--- src/rtl/core/rcs_pkg.sv ---
// Package: constants and codes of the correlation similarity unit.
package rcs_pkg;

  localparam int unsigned RootSteps  = 18;
  localparam int unsigned RootShift  = 34;
  localparam int unsigned FracBits   = 16;
  localparam int unsigned TW         = 18;
  localparam int unsigned ResW       = 32;
  localparam int unsigned RefW       = 8;
  localparam int unsigned LevelW     = 4;
  localparam int unsigned CfgIdxW    = 2;

  localparam logic [TW-1:0]   TOne      = 18'h10000;
  localparam logic [ResW-1:0] AccOne    = 32'h0001_0000;
  localparam logic [LevelW-1:0] LevelRst = 4'd1;

  typedef enum logic [CfgIdxW-1:0] {
    CFG_REF_RED   = 2'd0,
    CFG_REF_GREEN = 2'd1,
    CFG_REF_BLUE  = 2'd2,
    CFG_POWER     = 2'd3
  } cfg_idx_e;

endpackage

--- src/rtl/core/rcs_root_step.sv ---
// One bit of the correlation magnitude root search, registered.
module rcs_root_step #(
  parameter int unsigned PW  = 40,
  parameter int unsigned RW  = 74,
  parameter int unsigned BIT = 0
) (
  input  logic                         clk_i,
  input  logic                         en_i,
  input  logic [RW-1:0]                rem_i,
  input  logic [PW+rcs_pkg::TW-1:0]    acc_i,
  input  logic [rcs_pkg::TW-1:0]       q_i,
  input  logic [PW-1:0]                prod_i,
  output logic [RW-1:0]                rem_o,
  output logic [PW+rcs_pkg::TW-1:0]    acc_o,
  output logic [rcs_pkg::TW-1:0]       q_o,
  output logic [PW-1:0]                prod_o
);
  localparam int unsigned AW = PW + rcs_pkg::TW;

  logic [RW+1:0] trial;
  logic          fits;

  // (q + 2^b)^2 * prod - q^2 * prod = (prod*q) << (b+1) + prod << 2b
  assign trial = ((RW+2)'(acc_i) << (BIT + 1)) + ((RW+2)'(prod_i) << (2 * BIT));
  assign fits  = trial <= (RW+2)'(rem_i);

  always_ff @(posedge clk_i) begin
    if (en_i) begin
      rem_o  <= fits ? rem_i - RW'(trial) : rem_i;
      acc_o  <= fits ? acc_i + (AW'(prod_i) << BIT) : acc_i;
      q_o    <= fits ? (q_i | (rcs_pkg::TW'(1) << BIT)) : q_i;
      prod_o <= prod_i;
    end
  end
endmodule

--- config.mk ---
export PLATFORM = sky130hd
export DESIGN_NAME = rcs_root_step
export DESIGN_NICKNAME = d
export VERILOG_FILES = /design/src/rtl/core/rcs_pkg.sv /design/src/rtl/core/rcs_root_step.sv
export SDC_FILE = /design/constraint.sdc
export NUM_CORES = 1
export LEC_CHECK = 0
export ABC_CLOCK_PERIOD_IN_PS = 6600
export BUFFER_PORTS_ARGS = -buffer_cell sky130_fd_sc_hd__buf_2
export CAP_MARGIN = 40
export CORE_MARGIN = 3
export CORE_UTILIZATION = 45
export CTS_CLUSTER_SIZE = 16
export DETAILED_ROUTE_END_ITERATION = 8
export GPL_TIMING_DRIVEN = 0
export PLACE_DENSITY = 0.71
export SLEW_MARGIN = 5
export SYNTH_ARGS = -nofsm -noshare
export SYNTH_HDL_FRONTEND = slang
export SYNTH_SLANG_ARGS = --single-unit
export TNS_END_PERCENT = 30
--- constraint.sdc ---
create_clock -name clk_i -period 6.6 [get_ports clk_i]
set_input_delay 0.66 -clock clk_i [delete_from_list [all_inputs] [get_ports clk_i]]
set_output_delay 0.66 -clock clk_i [all_outputs]
set_load 0.02 [all_outputs]
==> metrics.md, run 1 <==
| Metric | Value |
|---|---|
| Max capacitance violation total | 0 |
| Remaining DRCs | 0 |
| Combinational fraction of design power | 0.431 |
| # H-tree levels | 4 |
| Period utilization | 0.960 |
| Final net count | about 2,500 |
| First-pass GRT wire length | between 70,000 and 80,000 µm |
| Worst setup EP type | flip-flop |
| Max Freq | between 150 and 200 MHz |
| Pre-antenna DRT Iters | 5 |
| Die Ht | approximately 190 µm |
| Post-synth top flop | edfxtp_1 |
| RSZ-0062 raised after global routing | yes |
| Vias in the first global route | ~14,000 |
| Chip width | approximately 190 µm |
| Clk network pwr share | 0.224 |
| I/O pins | between 300 and 400 |
| Syn_area_per_cell | roughly 9 µm² |
| Switching share of power | 0.396 |
| Starting Density | 0.463 |
| Post-DRT Antenna Nets | 0 |
| Worst Path Arrival | ~6500 ps |
| Max stage delay cell, worst path | or4_1 |
| Total power | between 4000 and 5000 µW |
| Final hold vios | 0 |
| Worst min-delay path category | input port to flip-flop |
| Gr ovfl total | 0 |
| Mapped Cells | roughly 1,700 |
| Crit. Startpoint | prod_i[1] |
| Register clock-pin slew on the reported worst setup and hold paths | 70 ps |
| Period minus WS final | approximately 6300 ps |
| Most common cell after layout, fill and taps aside | buf_2 |
| Final wirelength | around 52,000 µm |
| CP Launch Type | input port |
| Vias per cell | between 5 and 6 |
| P&R area growth vs syn | 20.3% |
| Share of layout cells above drive strength 1 | 0.215 |
| VDD IR max | around 210 µV |
| CP Class | input port to flip-flop |
| DRT iter0 DRCs | about 1,300 |
| Most frequent cells in the layout | buf_2 (383), nand2_1 (203), edfxtp_1 (190) |
| IO buf count | roughly 380 |
| Post-synth EDFFs | 190 |
| Worst-Margin Slew | around 800 ps |
| Flop pwr share | 0.345 |
| Clock root cell | clkbuf_16 |
| Setup violators final | 0 |
| Synth Register Bits | between 150 and 200 |
| Synthesized Nets | a little over 2,000 |
| Inserted Clock Buffers | 17 |
| Slowest stage delay, CP | 530 ps |
| Asr flop ratio synth | 0 |
| Area of the multi-input gates | about 0.0097 mm² |
| Synth warn | 0 |
| Fin Hold WS | approximately 360 ps |
| Via count | roughly 15,000 |
| Clock tree buffer depth | 2 |
| Final core utilization | 0.557 |
| Clock tree sinks | 190 |
| HPWL Detailed | between 40,000 and 50,000 µm |
| FP Rows | 67 |
| Sequential share of the synthesized area | 0.363 |
| Switching Power | between 1500 and 2000 µW |
| Largest net degree at the start of global routing | between 100 and 150 |
| Power per cell area | roughly 260 mW/mm² |
| Placed cell area | between 0.015 and 0.02 mm² |
| Internal Power | 2930 µW |
| Critical Path RT | between 6000 and 7000 ps |
| Slew headroom | 0.459 |
| GR Util All Layers | 0.272 |
| Leakage Power | a little under 0.008 µW |
| FF/Latch Area | ~0.0057 mm² |
| Routed WL per cell | between 20 and 25 µm |
| Cell variety after synth | a little under 80 |
| Initial antenna violation count | 8 |
| Critical Path Fanout Max | 7 |
| TritonCTS clock tree | yes |
| Total die area | between 0.03 and 0.04 mm² |
| Antenna Cells | 0 |
| Synthesized area | roughly 0.016 mm² |
| Final instance area | 0.0189 mm² |
| FILL cells | 3,136 |
| Final weighted congestion in routability-driven placement | approximately 0.94 |
| Fin. max-slew vios | 0 |
| Hold_sp | q_i[15] |
| Status | completed |
| Core area | about 0.034 mm² |
-- power by group through the flow --
stage,sequential (µW),combinational (µW),clock [µW]
2_1_floorplan,1950,1150,0
3_3_place_gp,1700,2040,0
3_5_place_dp,1700,2060,0
4_1_cts,1670,2070,1100
5_1_grt,1690,2290,1150
6_report,1680,2090,1080
-- cell usage after synthesis (29+ instances only) --
library cell,count,area share
o21ai_1,112,0.036
o21ai_0,66,0.021
a21o_1,64,0.031
xor2_1,88,0.049
a21oi_1,159,0.051
inv_1,38,0.0091
nand3_1,46,0.015
nand4_1,41,0.016
nor3_1,29,0.0092
nor2_1,87,0.021
edfxtp_1,190,0.36
clkbuf_1,57,0.014
xnor2_1,91,0.051
nand2_1,203,0.048
ha_1,139,0.11
-- worst max-delay path, delay by kind of cell --
family	cells	cell delay, ps
simple gates	3	830
compound gates	14	3340
fa+ha+maj	3	910
buf+inv	3	460
xor+xnor	2	330
-- cell families (layout without fill, tap and decap cells) --
kind of cell	Yosys count	count (layout)	synth area share
and+or+nand+nor	561	561	0.175
AOI/OAI and AO/OA	543	543	0.211
DFF	190	190	0.363
xor gates and xnor gates	179	179	0.0997
adders and majority gates	142	142	0.114
buffers and inverters	111	523	0.0286
muxes	13	13	0.00907
-- area by class of cell --
type	instances	share of cell area
buffer	72	0.0169
clock buffer	18	0.0227
clock inverter	14	0.00840
inverter	38	0.00754
multi-input combinational	1438	0.511
sequential	190	0.301
tap	448	0.0296
timing repair buffer	381	0.103
-- flip-flops by register name, indices dropped and copies added (netlist names) --
name and cells:
rem_o 74, acc_o 58, prod_o 40, q_o 18
-- metal layers --
metal,GRT usage,vias up,routed length [µm]
met2,0.447,577,24200
met1,0.362,7106,22500
met5,0,-,100
met3,0.0476,90,3730
met4,0.101,14,1690
li1,-,7296,-
-- final timing paths --
check                       end  cells after the start  slack [ps]
worst max-delay path  rem_o[67]                     25         270
worst min-delay path    q_o[15]                      1         360
-- what timing repair did --
item                                    CTS  global route
pin swaps                                 1             1
resized for setup                         5            23
hold buffers                              0             0
endpoints found under the setup margin  133           130
buffers inserted                          1             0
-- per-stage QoR --
| stage | instances | worst slack (ps) | TNS, ps |
|---|---|---|---|
| final | 2599 | 267 | 0 |
| after global placement | 2562 | -1540 | -165890 |
| after detailed placement | 2567 | -1100 | -108250 |
| after floorplan | 1739 | 739 | 0 |
| after CTS | 2600 | 45.3 | 0 |
| after global routing | 2599 | -24.3 | -49.3 |
(Power assumes the default switching activity.)
==> run 2, diff against run 1 <==
--- a/config.mk
+++ b/config.mk
@@ -10,6 +10,7 @@
 export CAP_MARGIN = 40
 export CORE_MARGIN = 3
 export CORE_UTILIZATION = 45
+export CTS_BUF_LIST = sky130_fd_sc_hd__clkbuf_16
 export CTS_CLUSTER_SIZE = 16
 export DETAILED_ROUTE_END_ITERATION = 8
 export GPL_TIMING_DRIVEN = 0
==> run 2 against run 1 <==
Non-clock buffer count unchanged. Highest routed layer unchanged. Power barely moved. Via count hardly changed. Setup slack worse by 7.4 ps. Hold slack improved by 2.2 ps. Fmax decreased by 0.12%. Critical path depth did not move. Die area did not move. First-iteration DRC count stayed put.
==> metrics.md, run 2 (synthesis gave the netlist of run 1 again) <==
| Metric | Value |
|---|---|
| Setup violators final | 0 (unchanged) |
| Setup ws final | 260 ps (-7.42 ps) |
| Total die area | 0.0372 mm² (unchanged) |
| Inserted Clock Buffers | 17 (unchanged) |
| Post-Place Cells | 2,567 (unchanged) |
| Critical Path RT | 6800 ps (about the same) |
| P&R area growth vs syn | 20.3% (unchanged) |
| Hold buffers post-CTS | 0 (unchanged) |
| Die Ht | 193 µm (unchanged) |
| Initial antenna violation count | 8 (unchanged) |
| Most common cell after layout, fill and taps aside | buf_2 |
| Worst Path Arrival | 6540 ps (about the same) |
| Worst-Margin Slew | 806 ps (-0.000536 ps) |
| CP Launch Type | input port |
| GR Util All Layers | 0.272 (unchanged) |
| First-pass GRT wire length | 78,600 µm (unchanged) |
| Slew headroom | 0.459 (about the same) |
| Chip width | 193 µm (unchanged) |
| CP Class | input port to flip-flop |
| Gr ovfl total | 0 (unchanged) |
| Max capacitance violation total | 0 (unchanged) |
| Period minus WS final | 6340 ps (+7.41 ps) |
| Clock tree buffer depth | 2 (unchanged) |
| Vias in the first global route | 14,400 (unchanged) |
| Share of layout cells above drive strength 1 | 0.215 (unchanged) |
| Clock tree sinks | 190 (unchanged) |
| I/O pins | 382 (unchanged) |
| Vias per cell | 5.80 (about the same) |
| Status | completed |
| Max Freq | 158 MHz (-0.12%) |
| Critical Path Fanout Max | 7 (unchanged) |
| Place WS | -1100 ps (unchanged) |
| Final hold vios | 0 (unchanged) |
| Fin. max-slew vios | 0 (unchanged) |
| Final wirelength | 52,200 µm (about the same) |
| IO buf count | 375 (unchanged) |
| Core area | 0.0340 mm² (unchanged) |
| Leakage Power | 0.00785 µW (about the same) |
| DRT iter0 DRCs | 1,276 (unchanged) |
| Power per cell area | 256 mW/mm² (about the same) |
| HPWL Detailed | 41,600 µm (unchanged) |
| Period utilization | 0.961 (+0.00112) |
| Worst setup EP type | flip-flop |
| Routed WL per cell | 20.1 µm (about the same) |
| Pre-antenna DRT Iters | 5 (unchanged) |
| TritonCTS clock tree | yes |
| FILL cells | 3,136 (unchanged) |
| Non-Filler Instances | 2,599 (unchanged) |
| RSZ-0062 raised after global routing | yes |
| Crit. Startpoint | prod_i[1] |
| FP Rows | 67 (unchanged) |
| # H-tree levels | 4 (unchanged) |
| Final weighted congestion in routability-driven placement | 0.940 (unchanged) |
| Max reg flops | 74 (unchanged) |
| Clock root cell | clkbuf_16 |
| Worst min-delay path category | input port to flip-flop |
| Largest net degree at the start of global routing | 109 (unchanged) |
| Most frequent cells in the layout | buf_2 (383), nand2_1 (203), edfxtp_1 (190) |
| Antenna Cells | 0 (unchanged) |
| Register clock-pin slew on the reported worst setup and hold paths | 70 ps (about the same) |
| Starting Density | 0.463 (unchanged) |
| CP endpoint | rem_o[67] |
| Via count | 15,100 (+0.027%) |
| Post-DRT Antenna Nets | 0 (unchanged) |
| Largest reg by FF count | rem_o |
| Largest registers | rem_o x74, acc_o x58, prod_o x40 |
| Final net count | 2,472 (unchanged) |
| VDD IR max | 214 µV (about the same) |
| Remaining DRCs | 0 (unchanged) |
[run 2: cell types whose count changed in the layout (fill, tap and decap cells not counted), sizes merged]
cell,change
clkbuf,-1
inv,+1
[run 2: critical path, stage by stage]
cell and delay (ps):
buf_2 120, ha_1 210, inv_1 70, fa_1 410
nor2b_1 130, o21ai_1 100, o211a_1 310, o211ai_1 300
a31oi_1 200, o41a_1 460, o21ai_1 260, a221o_1 200
a21oi_1 80, xor2_1 170, ha_1 290, clkbuf_1 270
nand3_1 170, or4_1 530, a21oi_1 160, o31ai_1 150
a21oi_2 330, a31oi_1 240, o31ai_1 400, a2111oi_2 150
xor2_1 160
[run 2: area by class of cell]
type	count	area [µm²]	share of cell area
plain buffers	72	319	0.0169
clock buffers	17	425	0.0225
clock inverters	15	163	0.00859
inverters	38	143	0.00754
multi-input cells	1438	9670	0.511
flip-flops and latches	190	5710	0.301
well taps	448	561	0.0296
repair buffers	381	1950	0.103
[run 2: routing by layer]
metal	vias up	wire (µm)	global-route usage
met1	7109	22500	0.362
met4	14	1690	0.101
met2	576	24200	0.447
li1	7297	-	-
met3	91	3710	0.0476
met5	-	100	0
[run 2: worst min path at each step]
stage / start / end / slack [ps] / cells after the start
CTS: q_i[15] / q_o[15] / 340 / 1
detailed placement: q_i[15] / q_o[15] / 840 / 1
floorplan: prod_i[0] / prod_o[0] / 760 / 0
finish: q_i[15] / q_o[15] / 360 / 1
global placement: q_i[9] / q_o[9] / 840 / 1
global route: q_i[15] / q_o[15] / 350 / 1
[run 2: what timing repair did]
| item | CTS | global route |
|---|---|---|
| resized for setup | 5 | 23 |
| pin swaps | 1 | 1 |
| setup buffers | 1 | 0 |
| setup endpoints to repair | 133 | 130 |
[run 2: power breakdown]
group	switching, µW	internal (µW)
sequential	69.4	1610
combinational	1330	760
clock	517	564
total	1920	2930
[run 2: through the flow]
step / hold WS [ps] / total power, µW / util / TNS, ps / area (µm²)
after floorplan: 759 / 3100 / - / 0 / 15700
after global placement: 836 / 3740 / 0.535 / -165890 / 18200
after global routing: 346 / 5130 / 0.557 / -49.0 / 18900
after detailed placement: 838 / 3760 / 0.537 / -108250 / 18200
final: 360 / 4850 / 0.557 / 0 / 18900
after CTS: 344 / 4850 / 0.555 / 0 / 18800
==> run 3, diff against run 2 <==
--- a/config.mk
+++ b/config.mk
@@ -9,12 +9,12 @@
 export BUFFER_PORTS_ARGS = -buffer_cell sky130_fd_sc_hd__buf_2
 export CAP_MARGIN = 40
 export CORE_MARGIN = 3
-export CORE_UTILIZATION = 45
+export CORE_UTILIZATION = 27
 export CTS_BUF_LIST = sky130_fd_sc_hd__clkbuf_16
 export CTS_CLUSTER_SIZE = 16
 export DETAILED_ROUTE_END_ITERATION = 8
 export GPL_TIMING_DRIVEN = 0
-export PLACE_DENSITY = 0.71
+export PLACE_DENSITY = 0.53
 export SLEW_MARGIN = 5
 export SYNTH_ARGS = -nofsm -noshare
 export SYNTH_HDL_FRONTEND = slang
==> run 3 against run 2 <==
Setup slack better by 51 ps. Hold slack worse by 25 ps. Sequential share of layout area decreased by 0.80 points. Power rose by 2.3%. First-iteration DRC count decreased by 5.8%. Sequential cell count did not move. Critical path type unchanged. Critical endpoint is now rem_o[63]. Highest routed layer unchanged.
==> metrics.md, run 3 (synthesis gave the netlist of run 1 again) <==
| Metric | Value |
|---|---|
| Cell mode on critical path | o21ai_1 |
| Switching share of power | 0.410 (+0.0149) |
| Vias in the first global route | 14,500 (+0.44%) |
| Largest registers | rem_o x74, acc_o x58, prod_o x40 |
| P&R area growth vs syn | 23.6% |
| Critical Path Fanout Max | 7 (unchanged) |
| Worst Path Arrival | 6520 ps (-20 ps) |
| Pre-antenna DRT Iters | 5 (unchanged) |
| Inserted Clock Buffers | 17 (unchanged) |
| Vias per cell | 5.13 (-12%) |
| Final instance area | 0.0194 mm² (+2.7%) |
| Clock root cell | clkbuf_16 |
| Gr ovfl total | 0 (unchanged) |
| # H-tree levels | 4 (unchanged) |
| Placed cell area | 0.0186 mm² (+2.1%) |
| Period utilization | 0.953 (-0.00775) |
| Worst min-delay path category | input port to flip-flop |
| Final net count | 2,473 (+0.040%) |
| Hold buffers post-CTS | 0 (unchanged) |
| Total die area | 0.0612 mm² (+64%) |
| Core area | 0.0570 mm² (+68%) |
| Largest reg by FF count | rem_o |
| Post-DRT Antenna Nets | 0 (unchanged) |
| Remaining DRCs | 0 (unchanged) |
| Worst-Margin Slew | 860 ps (+54.2 ps) |
| Worst setup EP type | flip-flop |
| Initial antenna violation count | 13 (+5) |
| Combinational fraction of design power | 0.435 (+0.004) |
| Top delay family on crit path | compound AO/OA/AOI/OAI gates |
| VDD IR max | 219 µV (+1.9%) |
| Flop pwr share | 0.339 (-0.007) |
| Leakage Power | 0.00788 µW (+0.43%) |
| Max Freq | 159 MHz (+0.81%) |
| Slowest stage delay, CP | 520 ps (about the same) |
| GR Util All Layers | 0.190 (-0.0820) |
| Clk network pwr share | 0.226 (+0.003) |
| I/O pins | 382 (unchanged) |
| IO buf count | 375 (unchanged) |
| Most common cell after layout, fill and taps aside | buf_2 |
| Critical Path RT | 6830 ps (+30 ps) |
| Fin. max-slew vios | 0 (unchanged) |
| Largest net degree at the start of global routing | 105 (-3.7%) |
| CP Buf/Inv Count | 4 (+1) |
| DRT iter0 DRCs | 1,202 (-5.8%) |
| Power per cell area | 255 mW/mm² (-0.45%) |
| HPWL Detailed | 48,800 µm (+17%) |
| Clock tree sinks | 190 (unchanged) |
| FP Rows | 87 (+30%) |
| Max reg flops | 74 (unchanged) |
| Most frequent cells in the layout | buf_2 (382), nand2_1 (203), edfxtp_1 (190) |
| TritonCTS clock tree | yes |
| Max capacitance violation total | 0 (unchanged) |
| Final weighted congestion in routability-driven placement | 0.936 (-0.41%) |
| Final wirelength | 60,200 µm (+15%) |
| Final core utilization | 0.341 (-0.217) |
| Setup TNS | 0 ps (unchanged) |
| Register clock-pin slew on the reported worst setup and hold paths | 80 ps (about the same) |
| Starting Density | 0.276 (-0.188) |
| Final hold vios | 0 (unchanged) |
| Slew headroom | 0.418 (-0.0411) |
| Chip width | 247 µm (+28%) |
| Share of layout cells above drive strength 1 | 0.224 (+0.00966) |
| CP Launch Type | input port |
| Die Ht | 247 µm (+28%) |
| Switching Power | 2040 µW (+6.1%) |
| Clock tree buffer depth | 2 (unchanged) |
| Via count | 15,000 (-0.87%) |
| Internal Power | 2920 µW (-0.26%) |
| Routed WL per cell | 20.6 µm (+2.8%) |
| Period minus WS final | 6290 ps (-51.2 ps) |
| Setup violators final | 0 (unchanged) |
| Status | completed |
| CP Class | input port to flip-flop |
| Post-Place Cells | 2,875 (+12%) |
| Non-Filler Instances | 2,916 (+12%) |
| Max stage delay cell, worst path | or4_1 |
| First-pass GRT wire length | 87,500 µm (+11%) |
-- run 3: per-layer routing --
layer	vias to the layer above	global-route usage	wire, µm
met3	49	0.0457	3470
met4	14	0.0393	814
met1	7151	0.248	26800
met2	435	0.321	29000
met5	-	0	108
li1	7306	-	-
-- run 3: layout make-up --
class | count | area (µm²)
diodes | 8 | 20.0
plain buffers | 65 | 293
clock buffers | 17 | 425
clock inverters | 15 | 168
fillers | 6030 | 37600
inverters | 38 | 143
multi-input cells | 1438 | 9740
flip-flops and latches | 190 | 5710
well taps | 756 | 946
repair buffers | 389 | 2010
-- run 3: stage by stage --
stage	worst slack [ps]	total power [µW]	hold WS, ps
2_1_floorplan	739	3100	759
3_3_place_gp	-2210	3820	838
6_report	311	4960	336
5_1_grt	-13.0	5260	297
3_5_place_dp	-1610	3830	839
4_1_cts	35.2	4990	290
-- run 3: final timing paths --
path,from,end,depth (start not counted)
max,prod_i[1],rem_o[63],26
min,q_i[9],q_o[9],1
-- run 3: power by group through the flow --
stage                     Clock, µW  Combinational (µW)  Sequential, µW
after detailed placement          0                2120            1710
after global placement            0                2110            1710
final                          1120                2160            1680
after floorplan                   0                1150            1950
after CTS                      1170                2140            1680
after global routing           1210                2360            1700
-- run 3: timing repair --
item | 4_1_cts | 5_1_grt
gates resized for setup | 20 | 21
setup buffers | 1 | 8
setup endpoints to repair | 133 | 132
pin swaps | 1 | 7
