<file path="config.mk">
export PLATFORM = sky130hd
export DESIGN_NAME = rcs_pow_step
export DESIGN_NICKNAME = d
export VERILOG_FILES = /design/src/rtl/core/rcs_pkg.sv /design/src/rtl/core/rcs_pow_step.sv
export SDC_FILE = /design/constraint.sdc
export NUM_CORES = 1
export LEC_CHECK = 0
export BUFFER_PORTS_ARGS = -buffer_cell sky130_fd_sc_hd__buf_2
export CAP_MARGIN = 20
export CORE_MARGIN = 2
export CORE_UTILIZATION = 45
export CTS_BUF_LIST = sky130_fd_sc_hd__clkbuf_8
export CTS_CLUSTER_SIZE = 30
export DETAILED_ROUTE_END_ITERATION = 8
export MAX_ROUTING_LAYER = met4
export SYNTH_ARGS = -nofsm -noshare
export SYNTH_HDL_FRONTEND = slang
export SYNTH_SLANG_ARGS = --single-unit
</file>
<file path="constraint.sdc">
create_clock -name clk_i -period 8.06 [get_ports clk_i]
set_input_delay 0.403 -clock clk_i [delete_from_list [all_inputs] [get_ports clk_i]]
set_output_delay 0.403 -clock clk_i [all_outputs]
set_load 0.03 [all_outputs]
</file>
<file path="src/rtl/core/rcs_pkg.sv">
// Package: constants and codes of the correlation similarity unit.
package rcs_pkg;

  localparam int unsigned RootSteps  = 18;
  localparam int unsigned RootShift  = 34;
  localparam int unsigned FracBits   = 16;
  localparam int unsigned TW         = 18;
  localparam int unsigned ResW       = 32;
  localparam int unsigned RefW       = 8;
  localparam int unsigned LevelW     = 4;
  localparam int unsigned CfgIdxW    = 2;

  localparam logic [TW-1:0]   TOne      = 18'h10000;
  localparam logic [ResW-1:0] AccOne    = 32'h0001_0000;
  localparam logic [LevelW-1:0] LevelRst = 4'd1;

  typedef enum logic [CfgIdxW-1:0] {
    CFG_REF_RED   = 2'd0,
    CFG_REF_GREEN = 2'd1,
    CFG_REF_BLUE  = 2'd2,
    CFG_POWER     = 2'd3
  } cfg_idx_e;

endpackage

</file>
<file path="src/rtl/core/rcs_pow_step.sv">
// One rounded Q16.16 multiply of the power chain, saturating, registered.
module rcs_pow_step (
  input  logic                       clk_i,
  input  logic                       en_i,
  input  logic                       active_i,
  input  logic [rcs_pkg::ResW-1:0]   acc_i,
  input  logic [rcs_pkg::TW-1:0]     t_i,
  output logic [rcs_pkg::ResW-1:0]   acc_o,
  output logic [rcs_pkg::TW-1:0]     t_o
);
  localparam int unsigned MW = rcs_pkg::ResW + rcs_pkg::TW;

  logic [MW-1:0]                    prod;
  logic [MW-rcs_pkg::FracBits-1:0]  scaled;
  logic [rcs_pkg::ResW-1:0]         sat;

  assign prod   = MW'(acc_i) * MW'(t_i) + (MW'(1) << (rcs_pkg::FracBits - 1));
  assign scaled = prod[MW-1:rcs_pkg::FracBits];
  assign sat    = (|scaled[MW-rcs_pkg::FracBits-1:rcs_pkg::ResW]) ? '1
                                                                   : scaled[rcs_pkg::ResW-1:0];

  always_ff @(posedge clk_i) begin
    if (en_i) begin
      acc_o <= active_i ? sat : acc_i;
      t_o   <= t_i;
    end
  end
endmodule

</file>
==> results of run 1 <==
-- per-stage QoR --
stage	utilization (%)	setup WS, ns	instance area [um2]	cells	hold WS [ns]
floorplan	-	1.53	20400	2301	0.502
global placement	47.8	0.374	21300	2877	0.857
detailed placement	47.8	0.326	21300	2877	0.852
CTS	48.1	0.759	21300	2885	0.403
global route	48.1	0.311	21400	2886	0.420
finish	48.1	0.643	21400	2887	0.437
-- final timing paths --
path / endpoint / slack [ns] / cells after the start
max: acc_o[15] / 0.64 / 22
min: t_o[11] / 0.44 / 1
-- layout make-up --
| type | instances | area [um2] | area share, % |
|---|---|---|---|
| Clock buffer | 5 | 68.8 | 0.322 |
| Multi-Input combinational cell | 1531 | 16200 | 75.6 |
| Inverter | 582 | 2180 | 10.2 |
| Sequential cell | 50 | 1500 | 7.03 |
| Antenna cell | 2 | 5.00 | 0.0234 |
| Timing Repair Buffer | 122 | 673 | 3.15 |
| Clock inverter | 3 | 28.8 | 0.135 |
| Tap cell | 592 | 741 | 3.47 |
-- Yosys cell counts (all sizes together) (4+ instances only) --
library cell	n	area, um2
inv	582	2180
fa	480	9610
nand2	386	1450
and2	219	1370
ha	148	1850
clkbuf	129	487
nor2	51	191
edfxtp	50	1500
a21oi	42	221
a31oi	39	250
o21ai	28	144
xnor2	19	166
a21o	16	120
xor2	15	131
nand4	13	81.3
nor3	10	50.1
buf	9	61.3
nand3	7	35.0
o211ai	6	45.0
o21bai	6	45.0
a211oi	5	42.5
and3	5	31.3
a41oi	4	35.0
-- flip-flops by register name, indices dropped and copies added, names as in the netlist --
name	cells
t_o	18
acc_o	32
-- layer usage --
layer	global-route usage, %	vias up	part of all wire [%]
li1	-	6699	-
met1	33.0	8024	40
met2	47.7	505	52
met3	2.98	121	4.8
met4	10.5	0	4.0
met5	-	-	0
-- logic make-up (layout without fill, tap and decap cells) --
logic type | after synthesis | count (layout) | share of synthesized area (%)
compound gates | 167 | 167 | 5.37
xor+xnor | 34 | 34 | 1.46
fa+ha+maj | 628 | 628 | 56.2
buf+inv | 720 | 712 | 13.4
flops | 50 | 50 | 7.37
other cells | 0 | 2 | 0
simple gates | 702 | 702 | 16.2
==> qor.yml, run 1 <==
layout:
  layout.filler_cells: 4265
  final_layout_size_suffix_gt1_share_pct: 6.06
  area_added_between_synthesis_and_finish_pct: 4.79
  nNetsFinal: 2973
  most-common-layout-cells: "sky130_fd_sc_hd__inv_1, sky130_fd_sc_hd__fa_1, sky130_fd_sc_hd__nand2_1"
  mostFrequentLayoutCell: "sky130_fd_sc_hd__inv_1"
clock_network:
  clock_sinks: 50
  tritoncts: "yes"
  post-cts-setup-buffers: 0
  htreeDepth: 2
  cts_hold_buf: 0
  clock_tree.buffer_depth: 2
  cts_resized: 0
  clk_transition_reported_paths_ns: 0.13
  numCtsBuffers: 5
  cts_root_buf: "sky130_fd_sc_hd__clkbuf_8"
timing:
  finalSetupViolations: 0
  fin_tns_setup_ns: 0
  max_slew_margin_pct: 34.3
  timing.fmax_mhz: 135
  post-route-period-util_pct: 92.0
  rsz_0062_raised_after_global_routing: "false"
  report.final.slew_viol_count: 0
  final_hold_viol_count: 0
  tightestPinTransition_ns: 0.985
  final_period_minus_worst_setup_slack_ns: 7.42
critical_path:
  critPathTopFamily: "adder cells"
  required_ns: 8.18
  worst-endpoint-arrival_ns: 7.53
  crit_chain: "buf_2 -> and2_1 -> fa_1 -> inv_1 -> fa_1 -> fa_1 -> inv_1 -> fa_1 -> fa_1 -> inv_1 -> fa_1 -> inv_1 -> ha_1 -> a21oi_1 -> o21ai_0 -> a41oi_1 -> nor3_1 -> a21oi_2 -> o21ai_1 -> xnor2_2 -> buf_4 -> a31oi_1"
  worst-path-buf-inv: 6
  worstSetupPathType: "input port to flop"
  startpoint: "t_i[6]"
  cell_repeated_most_along_the_worst_path: "sky130_fd_sc_hd__fa_1"
  worst_path_max_delay_cell: "sky130_fd_sc_hd__buf_2"
  worstSetupEndpointType: "flop"
  cp-start-kind: "input port"
  peak_fanout_along_the_critical_path: 33
  critPathMaxStageDelay_ns: 0.72
die:
  die_width_um: 217
  chipHeight_um: 217
  core-area_mm2: 0.0444
  ioPinCount: 103
  num_rows: 77
  die_area_mm2: 0.0470
  initial_core_util_pct: 45.9
yosys:
  synth_seq_area_share_pct: 7.37
  async_reset_ff_share_pct: 0
  ys_warn_count: 0
  postSynthRegisterBits: 50
  synth.avg_cell_area_um2: 8.86
  syn_nets: 2982
  synth_cells: 2301
  synthDistinctLibCells: 55
  syn_area_mm2: 0.0204
  ys.flop_type: "sky130_fd_sc_hd__edfxtp_1"
  post_synth_edffs: 50
placed_design:
  gp_congestion: 0.951
  portBuffers: 102
  detailedPlacementHpwl_mm: 45.5
route:
  drc_violations_left: 0
  final_antenna_net_count: 0
  drt-initial-drc-count: 956
  routed_wire_length_per_instance_um: 20.3
  totalWireLength_mm: 58.5
  route.detailed.vias_per_inst: 5.32
  firstDrtPassIters: 5
  vias: 15300
grt:
  grt_usage_pct: 27.5
  number_of_antenna_violations_at_the_first_check_in_global_routing: 1
  remaining_global_route_overflow: 0
  grt_pass1_wl_mm: 95.6
  vias_in_the_first_global_route: 17300
  maximum_number_of_pins_on_one_net_before_global_route_repair: 51
min_path:
  min-delay-path-class: "input port to flop"
  worst_hold_startpoint: "t_i[11]"
flow_run:
  max_cap_viol_count: 0
status:
  outcome: "finished, final reports clean"
Power of run 1 is left out: the tool's default activity adds up to more than one toggle a clock period on the data nets, which glitch-free logic cannot reach.
==> run 2: changes to the inputs <==
--- a/config.mk
+++ b/config.mk
@@ -9,7 +9,6 @@
 export CAP_MARGIN = 20
 export CORE_MARGIN = 2
 export CORE_UTILIZATION = 45
-export CTS_BUF_LIST = sky130_fd_sc_hd__clkbuf_8
 export CTS_CLUSTER_SIZE = 30
 export DETAILED_ROUTE_END_ITERATION = 8
 export MAX_ROUTING_LAYER = met4
==> run 2 against run 1 <==
Against the previous run: first-iteration DRC count decreased by 4.4%; die area unchanged; flip-flop and latch count unchanged; global-route usage is essentially flat; critical path depth did not move; critical endpoint unchanged.
==> qor.yml, run 2 (synthesis results as in run 1) <==
timing:
  fin_tns_setup_ns: 0  # unchanged
  rsz_0062_raised_after_global_routing: "false"  # unchanged
  tightestPinTransition_ns: 0.971  # was 0.985 ns
  post-route-period-util_pct: 92.6  # was 92.0%
  finalSetupViolations: 0  # unchanged
  timing.fmax_mhz: 134  # was 135 MHz
  max_slew_margin_pct: 35.3  # was 34.3%
  report.final.slew_viol_count: 0  # unchanged
  final_critical_path_setup_slack_ns: 0.595  # was 0.643 ns
  final_hold_viol_count: 0  # unchanged
  final_period_minus_worst_setup_slack_ns: 7.46  # was 7.42 ns
clock_network:
  clock_sinks: 50  # unchanged
  htreeDepth: 2  # unchanged
  post-cts-setup-buffers: 0  # unchanged
  numCtsBuffers: 5  # unchanged
  clk_transition_reported_paths_ns: 0.09  # was 0.13 ns
  cts_hold_buf: 0  # unchanged
  cts_resized: 0  # unchanged
  clock_tree.buffer_depth: 2  # unchanged
  cts_root_buf: "sky130_fd_sc_hd__clkbuf_16"  # was sky130_fd_sc_hd__clkbuf_8
  tritoncts: "yes"  # unchanged
layout:
  final_layout_size_suffix_gt1_share_pct: 6.06  # unchanged
  area_added_between_synthesis_and_finish_pct: 5.05  # was 4.79%
  mostFrequentLayoutCell: "sky130_fd_sc_hd__inv_1"  # unchanged
  most-common-layout-cells: "sky130_fd_sc_hd__inv_1, sky130_fd_sc_hd__fa_1, sky130_fd_sc_hd__nand2_1"  # unchanged
  nNetsFinal: 2973  # unchanged
  max_reg_flops: 32  # unchanged
  reg_top3: "acc_o x32, t_o x18"  # unchanged
  registers.top_by_ff_count: "acc_o"  # unchanged
  finalInstanceArea_mm2: 0.0214  # about the same
  finish.cell_count_without_fillers: 2886  # was 2,887
critical_path:
  peak_fanout_along_the_critical_path: 33  # unchanged
  cp-start-kind: "input port"  # unchanged
  required_ns: 8.12  # was 8.18 ns
  worst-endpoint-arrival_ns: 7.52  # was 7.53 ns
  worstSetupEndpointType: "flop"  # unchanged
  worstSetupPathType: "input port to flop"  # unchanged
die:
  ioPinCount: 103  # unchanged
  chipHeight_um: 217  # unchanged
  num_rows: 77  # unchanged
  initial_core_util_pct: 45.9  # unchanged
  die_width_um: 217  # unchanged
  core-area_mm2: 0.0444  # unchanged
  die_area_mm2: 0.0470  # unchanged
placed_design:
  pre_cts_slack_ns: 0.326  # unchanged
  placed_cells_incl_taps: 2877  # unchanged
  portBuffers: 102  # unchanged
  detailedPlacementHpwl_mm: 45.5  # unchanged
  gp_congestion: 0.951  # unchanged
  dpl_cell_area_mm2: 0.0213  # unchanged
route:
  final_antenna_net_count: 0  # unchanged
  drc_violations_left: 0  # unchanged
  route.detailed.vias_per_inst: 5.32  # about the same
  totalWireLength_mm: 58.6  # was 58.5 mm
  vias: 15400  # was 15,300
  drt-initial-drc-count: 914  # was 956
  routed_wire_length_per_instance_um: 20.3  # about the same
  firstDrtPassIters: 5  # unchanged
grt:
  maximum_number_of_pins_on_one_net_before_global_route_repair: 51  # unchanged
  grt_pass1_wl_mm: 95.7  # was 95.6 mm
  remaining_global_route_overflow: 0  # unchanged
  vias_in_the_first_global_route: 17300  # about the same
  grt_usage_pct: 27.5  # about the same
  number_of_antenna_violations_at_the_first_check_in_global_routing: 1  # unchanged
min_path:
  min-delay-path-class: "input port to flop"  # unchanged
status:
  outcome: "finished, final reports clean"  # unchanged
flow_run:
  max_cap_viol_count: 0  # unchanged
## run 2: cell count changes in the layout (fill, tap and decap cells not counted)
cell	change
sky130_fd_sc_hd__clkbuf_8	-5
sky130_fd_sc_hd__clkbuf_16	+5
sky130_fd_sc_hd__diode_2	-1
## run 2: area by class of cell
class	instances	area [um2]
repair buffers	122	673
well taps	592	741
clock buffers	5	125
multi-input cells	1531	16200
inverters	582	2180
flip-flops and latches	50	1500
clock inverters	3	28.8
fillers	4255	23000
diodes	1	2.50
## run 2: stage by stage
step	hold WS (ns)	utilization [%]
after floorplan	0.502	-
after global placement	0.857	47.8
after detailed placement	0.852	47.8
after CTS	0.472	48.2
after global routing	0.486	48.2
final	0.493	48.2
## run 2: worst max-delay path, cell delays in order
cell and delay, ns:
sky130_fd_sc_hd__buf_2 0.71, sky130_fd_sc_hd__and2_1 0.26, sky130_fd_sc_hd__fa_1 0.39, sky130_fd_sc_hd__inv_1 0.09, sky130_fd_sc_hd__fa_1 0.44, sky130_fd_sc_hd__fa_1 0.53, sky130_fd_sc_hd__inv_1 0.06, sky130_fd_sc_hd__fa_1 0.49
sky130_fd_sc_hd__fa_1 0.49, sky130_fd_sc_hd__inv_1 0.05, sky130_fd_sc_hd__fa_1 0.47, sky130_fd_sc_hd__inv_1 0.04, sky130_fd_sc_hd__ha_1 0.41, sky130_fd_sc_hd__a21oi_1 0.23, sky130_fd_sc_hd__o21ai_0 0.16, sky130_fd_sc_hd__a41oi_1 0.40
sky130_fd_sc_hd__nor3_1 0.12, sky130_fd_sc_hd__a21oi_2 0.36, sky130_fd_sc_hd__o21ai_1 0.17, sky130_fd_sc_hd__xnor2_2 0.62, sky130_fd_sc_hd__buf_4 0.38, sky130_fd_sc_hd__a31oi_1 0.20
## run 2: final timing paths
check | start | to | cells after the start | slack, ns
hold / removal | t_i[11] | t_o[11] | 1 | 0.49
setup / recovery | t_i[6] | acc_o[15] | 22 | 0.60
## run 2: per-layer routing
| layer | share of wire [%] | up-vias | wire length [um] | track usage [%] |
|---|---|---|---|---|
| met5 | 0 | - | 0 | - |
| met4 | 4.1 | 0 | 2390 | 10.6 |
| met3 | 5.0 | 128 | 2900 | 3.07 |
| met2 | 51 | 519 | 30100 | 47.6 |
| met1 | 40 | 8015 | 23200 | 33.0 |
| li1 | - | 6693 | - | - |
Power of run 2 is left out for the same reason.
==> run 3: changes to the inputs <==
--- a/config.mk
+++ b/config.mk
@@ -7,11 +7,14 @@
 export LEC_CHECK = 0
 export BUFFER_PORTS_ARGS = -buffer_cell sky130_fd_sc_hd__buf_2
 export CAP_MARGIN = 20
+export CELL_PAD_IN_SITES_DETAIL_PLACEMENT = 0
+export CELL_PAD_IN_SITES_GLOBAL_PLACEMENT = 1
 export CORE_MARGIN = 2
-export CORE_UTILIZATION = 45
+export CORE_UTILIZATION = 40
 export CTS_CLUSTER_SIZE = 30
 export DETAILED_ROUTE_END_ITERATION = 8
 export MAX_ROUTING_LAYER = met4
+export PLACE_DENSITY_LB_ADDON = 0.1
 export SYNTH_ARGS = -nofsm -noshare
 export SYNTH_HDL_FRONTEND = slang
 export SYNTH_SLANG_ARGS = --single-unit
==> run 3 against run 2 <==
Against the previous run: final area rose by 0.32%; wire length increased by 3.9%; non-clock buffer count is 4 lower; first-iteration DRC count is 22% lower; cell count increased by 2.6%; count of clock-buffer cells in the layout stayed put; critical endpoint is now acc_o[29].
==> qor.yml, run 3 (synthesis results as in run 1) <==
status:
  outcome: "finished, final reports clean"  # unchanged
route:
  drt-initial-drc-count: 717  # was 914
  drc_violations_left: 0  # unchanged
  vias: 15000  # was 15,400
  routed_wire_length_per_instance_um: 20.5  # was 20.3 um
  final_antenna_net_count: 0  # unchanged
  route.detailed.vias_per_inst: 5.08  # was 5.32
  totalWireLength_mm: 60.8  # was 58.6 mm
  firstDrtPassIters: 5  # unchanged
critical_path:
  peak_fanout_along_the_critical_path: 32  # was 33
  worstSetupPathType: "input port to flop"  # unchanged
  worst-endpoint-arrival_ns: 7.08  # was 7.52 ns
  cp-start-kind: "input port"  # unchanged
  required_ns: 8.13  # was 8.12 ns
  worstSetupEndpointType: "flop"  # unchanged
min_path:
  min-delay-path-class: "input port to flop"  # unchanged
timing:
  finalSetupViolations: 0  # unchanged
  fin_tns_setup_ns: 0  # unchanged
  max_slew_margin_pct: 39.1  # was 35.3%
  final_period_minus_worst_setup_slack_ns: 7.02  # was 7.46 ns
  post-route-period-util_pct: 87.1  # was 92.6%
  rsz_0062_raised_after_global_routing: "false"  # unchanged
  timing.fmax_mhz: 143  # was 134 MHz
  tightestPinTransition_ns: 0.914  # was 0.971 ns
  final_hold_viol_count: 0  # unchanged
  final_critical_path_setup_slack_ns: 1.04  # was 0.595 ns
  report.final.slew_viol_count: 0  # unchanged
clock_network:
  clock_sinks: 50  # unchanged
  numCtsBuffers: 5  # unchanged
  cts_hold_buf: 0  # unchanged
  post-cts-setup-buffers: 0  # unchanged
  cts_resized: 0  # unchanged
  cts_root_buf: "sky130_fd_sc_hd__clkbuf_16"  # unchanged
  tritoncts: "yes"  # unchanged
  htreeDepth: 2  # unchanged
  clock_tree.buffer_depth: 2  # unchanged
  clk_transition_reported_paths_ns: 0.11  # was 0.09 ns
die:
  initial_core_util_pct: 40.5  # was 45.9%
  num_rows: 82  # was 77
  die_width_um: 230  # was 217 um
  die_area_mm2: 0.0528  # was 0.0470 mm2
  ioPinCount: 103  # unchanged
  chipHeight_um: 230  # was 217 um
  core-area_mm2: 0.0503  # was 0.0444 mm2
placed_design:
  gp_congestion: 0.863  # was 0.951
  placed_cells_incl_taps: 2953  # was 2,877
  dpl_cell_area_mm2: 0.0213  # about the same
  pre_cts_slack_ns: 0.691  # was 0.326 ns
  detailedPlacementHpwl_mm: 47.3  # was 45.5 mm
  portBuffers: 102  # unchanged
layout:
  final_layout_size_suffix_gt1_share_pct: 5.90  # was 6.06%
  most-common-layout-cells: "sky130_fd_sc_hd__inv_1, sky130_fd_sc_hd__fa_1, sky130_fd_sc_hd__nand2_1"  # unchanged
  finalInstanceArea_mm2: 0.0215  # was 0.0214 mm2
  max_reg_flops: 32  # unchanged
  registers.top_by_ff_count: "acc_o"  # unchanged
  number_of_inserted_diodes: 0  # was 1
  nNetsFinal: 2969  # was 2,973
  reg_top3: "acc_o x32, t_o x18"  # unchanged
  finish.cell_count_without_fillers: 2961  # was 2,886
  area_added_between_synthesis_and_finish_pct: 5.38  # was 5.05%
  mostFrequentLayoutCell: "sky130_fd_sc_hd__inv_1"  # unchanged
grt:
  maximum_number_of_pins_on_one_net_before_global_route_repair: 51  # unchanged
  number_of_antenna_violations_at_the_first_check_in_global_routing: 0  # was 1
  grt_usage_pct: 25.2  # was 27.5%
  grt_pass1_wl_mm: 97.6  # was 95.7 mm
  vias_in_the_first_global_route: 17000  # was 17,300
  remaining_global_route_overflow: 0  # unchanged
flow_run:
  max_cap_viol_count: 0  # unchanged
==> run 3: cell count changes in the layout (fill, tap and decap cells not counted), sizes merged <==
cell / change
diode: -1
buf: -4
==> run 3: worst paths after layout <==
kind	startpoint	endpoint	slack, ns	depth (start not counted)
max	t_i[8]	acc_o[29]	1.04	24
min	t_i[9]	t_o[9]	0.60	1
==> run 3: area by class of cell <==
| type | instances | area (um2) |
|---|---|---|
| fillers | 5110 | 28800 |
| repair buffers | 118 | 643 |
| clock buffers | 5 | 125 |
| flip-flops and latches | 50 | 1500 |
| inverters | 582 | 2180 |
| clock inverters | 3 | 28.8 |
| well taps | 672 | 841 |
| multi-input cells | 1531 | 16200 |
==> run 3: worst max-delay path, cell delays in order <==
cell	delay [ns]
sky130_fd_sc_hd__buf_2	0.55
sky130_fd_sc_hd__buf_4	0.27
sky130_fd_sc_hd__nand2_1	0.08
sky130_fd_sc_hd__fa_1	0.51
sky130_fd_sc_hd__inv_1	0.05
sky130_fd_sc_hd__fa_1	0.47
sky130_fd_sc_hd__inv_1	0.06
sky130_fd_sc_hd__fa_1	0.50
sky130_fd_sc_hd__inv_1	0.06
sky130_fd_sc_hd__fa_1	0.44
sky130_fd_sc_hd__fa_1	0.53
sky130_fd_sc_hd__inv_1	0.05
sky130_fd_sc_hd__fa_1	0.55
sky130_fd_sc_hd__inv_1	0.06
sky130_fd_sc_hd__ha_1	0.36
sky130_fd_sc_hd__a21oi_1	0.26
sky130_fd_sc_hd__o21ai_0	0.25
sky130_fd_sc_hd__a22o_1	0.27
sky130_fd_sc_hd__a31oi_2	0.24
sky130_fd_sc_hd__o21ai_2	0.13
sky130_fd_sc_hd__a211o_1	0.31
sky130_fd_sc_hd__a21boi_4	0.12
sky130_fd_sc_hd__buf_4	0.36
sky130_fd_sc_hd__a31oi_1	0.16
==> run 3: per-layer routing <==
metal / part of all wire [%] / GRT usage, % / wire length (um)
met1: 40 / 29.9 / 24600
met2: 54 / 46.0 / 32600
met3: 3.4 / 1.71 / 2070
met4: 2.6 / 7.08 / 1600
met5: 0 / - / 0
==> run 3: metrics by stage <==
step	util, %	hold WS [ns]
final	42.7	0.604
after global routing	42.7	0.604
after CTS	42.7	0.586
after detailed placement	42.4	0.881
after global placement	42.4	0.883
after floorplan	-	0.502
Power of run 3 is left out for the same reason.
